**config.mk**
```make
export PLATFORM = sky130hd
export DESIGN_NAME = bfa_ram
export DESIGN_NICKNAME = d
export VERILOG_FILES = /design/src/design/bfa_ram.sv
export SDC_FILE = /design/constraint.sdc
export NUM_CORES = 1
export LEC_CHECK = 0
export BUFFER_PORTS_ARGS = -buffer_cell sky130_fd_sc_hd__buf_2
export CAP_MARGIN = 40
export CORE_MARGIN = 2
export CORE_UTILIZATION = 40
export CTS_BUF_LIST = sky130_fd_sc_hd__clkbuf_4 sky130_fd_sc_hd__clkbuf_8
export CTS_CLUSTER_DIAMETER = 40
export DETAILED_ROUTE_END_ITERATION = 10
export PLACE_DENSITY = 0.67
export SLEW_MARGIN = 10
export SYNTH_ARGS = -nofsm -noshare
export SYNTH_HDL_FRONTEND = slang
export SYNTH_SLANG_ARGS = --single-unit
```
**constraint.sdc**
```tcl
create_clock -name clk_i -period 2.5 [get_ports clk_i]
set_clock_uncertainty 0.15 [all_clocks]
set_input_delay 0.5 -clock clk_i [delete_from_list [all_inputs] [get_ports clk_i]]
set_output_delay 0.5 -clock clk_i [all_outputs]
set_load 0.05 [all_outputs]
```
**src/design/bfa_ram.sv**
```systemverilog
// ----------------------------------------------------------------------------
// bfa_ram
// Generic single-port synchronous RAM with a registered read.
// ----------------------------------------------------------------------------
module bfa_ram #(
  parameter int unsigned Width = 8,
  parameter int unsigned Depth = 16
) (
  input  logic                     clk_i,
  input  logic                     we_i,
  input  logic [$clog2(Depth)-1:0] addr_i,
  input  logic [Width-1:0]         wdata_i,
  output logic [Width-1:0]         rdata_o
);

  logic [Width-1:0] mem_q [Depth];

  // Read one entry per cycle, and write it too when we_i is high; the read gives the old data
  always_ff @(posedge clk_i) begin
    if (we_i) begin
      mem_q[addr_i] <= wdata_i;
    end
    rdata_o <= mem_q[addr_i];
  end

endmodule

```
==> impl_metrics.tcl <==
set metrics [dict create \
    outcome "finished clean" \
    synth_area_mm2 0.00507 \
    cp_num_buf_inv 1 \
    io_buffers 21 \
    use_met1 0.191 \
    gp_congestion 0.736 \
    grtUsageTotal 0.151 \
    hold_path_class "in -> reg" \
    min_period_over_period 0.692 \
    rsz0062_at_grt "no" \
    clockRootBuffer "clkbuf_8" \
    mostFrequentLayoutCell "edfxtp_1" \
    fin_cells 472 \
    criticalPathCategory "reg -> out" \
    initial_utilization 0.405 \
    yosysWarnings 0 \
    cts-resized-gates 0 \
    clock_sinks 136 \
    hpwlAfterDp_um 6130 \
    nFillCells 1044 \
    rows 41 \
    crit_path_top_delay_cell "dfxtp_1" \
    place_area_mm2 0.00557 \
    wirelength_um 9470 \
    drcViolationCount 0 \
    synth_top_area_share 0.759 \
    crit_chain "buf_2" \
    synth_top_area_cell "edfxtp_1" \
    grt_overflow 0 \
    num_vias 2390 \
    slowest_delay_ns 0.37 \
    place_ws_ns 0.343 \
    drtIter0Drc 205 \
    layout_common_cells "128 x edfxtp_1, 32 x mux4_2, 27 x buf_4" \
    worst_pin_slew_ns 0.708 \
    cts_buffer_depth 2 \
    h-tree-depth 4 \
    peakVddDrop_uv 350 \
    wl_per_cell_um 20.1 \
    yosys-top-cells-area "edfxtp_1 76%, mux4_2 14%, dfxtp_1 3.2%" \
    required_ns 1.85 \
    design_area_mm2 0.00598 \
    fmax_mhz 578 \
    cts_tree "built" \
    met2_usage 0.247 \
    syn_to_final_growth_pct 18.0 \
    ys_seq_area_frac 0.790 \
    avgSynthCellArea_um2 22.0 \
    worstSetupStartpointType "register" \
    coreArea_mm2 0.0125 \
    synthDistinctLibCells 18 \
    fp.dieH_um 117 \
    grt_pass1_wl_um 14400 \
    power_density_mw_per_mm2 781 \
    slew_violations 0 \
    total_power_mw 4.67 \
    critPathArrivalTime_ns 1.08 \
    crit_path_end_kind "primary output" \
    grt_max_degree 40 \
    ant_nets 0 \
    synth_cells 230 \
    dpl.cell_count 441 \
    path_clk_slew_ns 0.08 \
    top_usage_layer "met2" \
    final_nets 302 \
    min_period_ns 1.73 \
    cts_setup_buffers 0 \
    drive_above_1_share 0.380 \
    antenna_found_initial 0 \
    setup_tns_ns 0 \
    worst_slack_ns 0.769 \
    die_w_um 117 \
    ys_ff_latch 136 \
    clock_latency_ns 0.42 \
    use_met3 0.0472 \
    maxCapViolCount 0 \
    grt_pass1_vias 2585 \
    syn_nets 244 \
    postCtsHoldBufs 0 \
    relSlewSlack 0.527 \
    ioPinCount 22 \
    setup_viol 0 \
    leakagePower_nw 1.98 \
    cts-buffers-inserted 17 \
    antenna_cells 0 \
    avgViaCountPerCell 5.06 \
    hold_viol_final 0 \
    dr.pass1.iters 5 \
    cp_top_family "flip-flops" \
    path_max_fanout 1 \
    die_area_mm2 0.0136 \
]
## state kept, by name (all words and copies together), names as in the netlist
name / flops
mem_q: 128
rdata_o: 8
## synthesized netlist by cell type
| cell type | count |
|---|---|
| nand3_1 | 1 |
| clkbuf_1 | 2 |
| buf_6 | 2 |
| buf_2 | 2 |
| a22oi_1 | 16 |
| buf_1 | 4 |
| dfxtp_1 | 8 |
| nand2_1 | 9 |
| or3b_2 | 1 |
| nor2b_1 | 2 |
| nor2_1 | 13 |
| and2_1 | 1 |
| nand2b_1 | 2 |
| mux4_2 | 32 |
| nand3b_1 | 2 |
| nor3_1 | 4 |
| clkbuf_2 | 1 |
| edfxtp_1 | 128 |
## layer usage
layer | vias to the layer above | routed length [um]
met1 | 1205 | 3790
li1 | 1079 | -
met3 | 9 | 815
met2 | 97 | 4760
met4 | 0 | 114
met5 | - | 0
## area by class of cell
| type | count | area, um2 | share of cell area |
|---|---|---|---|
| clock buffers | 17 | 234 | 0.0391 |
| repair buffers | 50 | 348 | 0.0582 |
| clock inverters | 14 | 175 | 0.0293 |
| flip-flops and latches | 136 | 4000 | 0.670 |
| well taps | 172 | 215 | 0.0360 |
| multi-input cells | 83 | 1000 | 0.168 |
## stage by stage
stage                      util  hold WS [ns]
final                     0.478         0.312
after CTS                 0.478         0.291
after global placement    0.445         0.517
after global routing      0.478         0.300
after floorplan               -         0.449
after detailed placement  0.445         0.523
## power breakdown
part | leakage [nW] | total [mW] | internal (mW) | switching [mW]
sequential | 1.22 | 2.56 | 2.55 | 0.0159
clock | 0.199 | 1.82 | 0.990 | 0.828
combinational | 0.558 | 0.290 | 0.106 | 0.184
total | 1.98 | 4.67 | 3.64 | 1.03
## cell families after synthesis
group | synth area share
AO/OA/AOI/OAI | 0.0237
buffers and inverters | 0.0119
flip-flops | 0.790
multiplexers | 0.142
AND/OR/NAND/NOR | 0.0321
## final timing paths
kind                                    from      endpoint  slack (ns)  cells after the start
worst max-delay path              rdata_o[2]    rdata_o[2]        0.77                      1
worst min-delay path              wdata_i[4]  mem_q[15][4]        0.31                      1
worst max register to register  mem_q[11][6]    rdata_o[6]        1.00                      3
worst min register to register   mem_q[6][0]    rdata_o[0]        0.54                      3
Note: power is estimated with default switching activity, not from simulation.
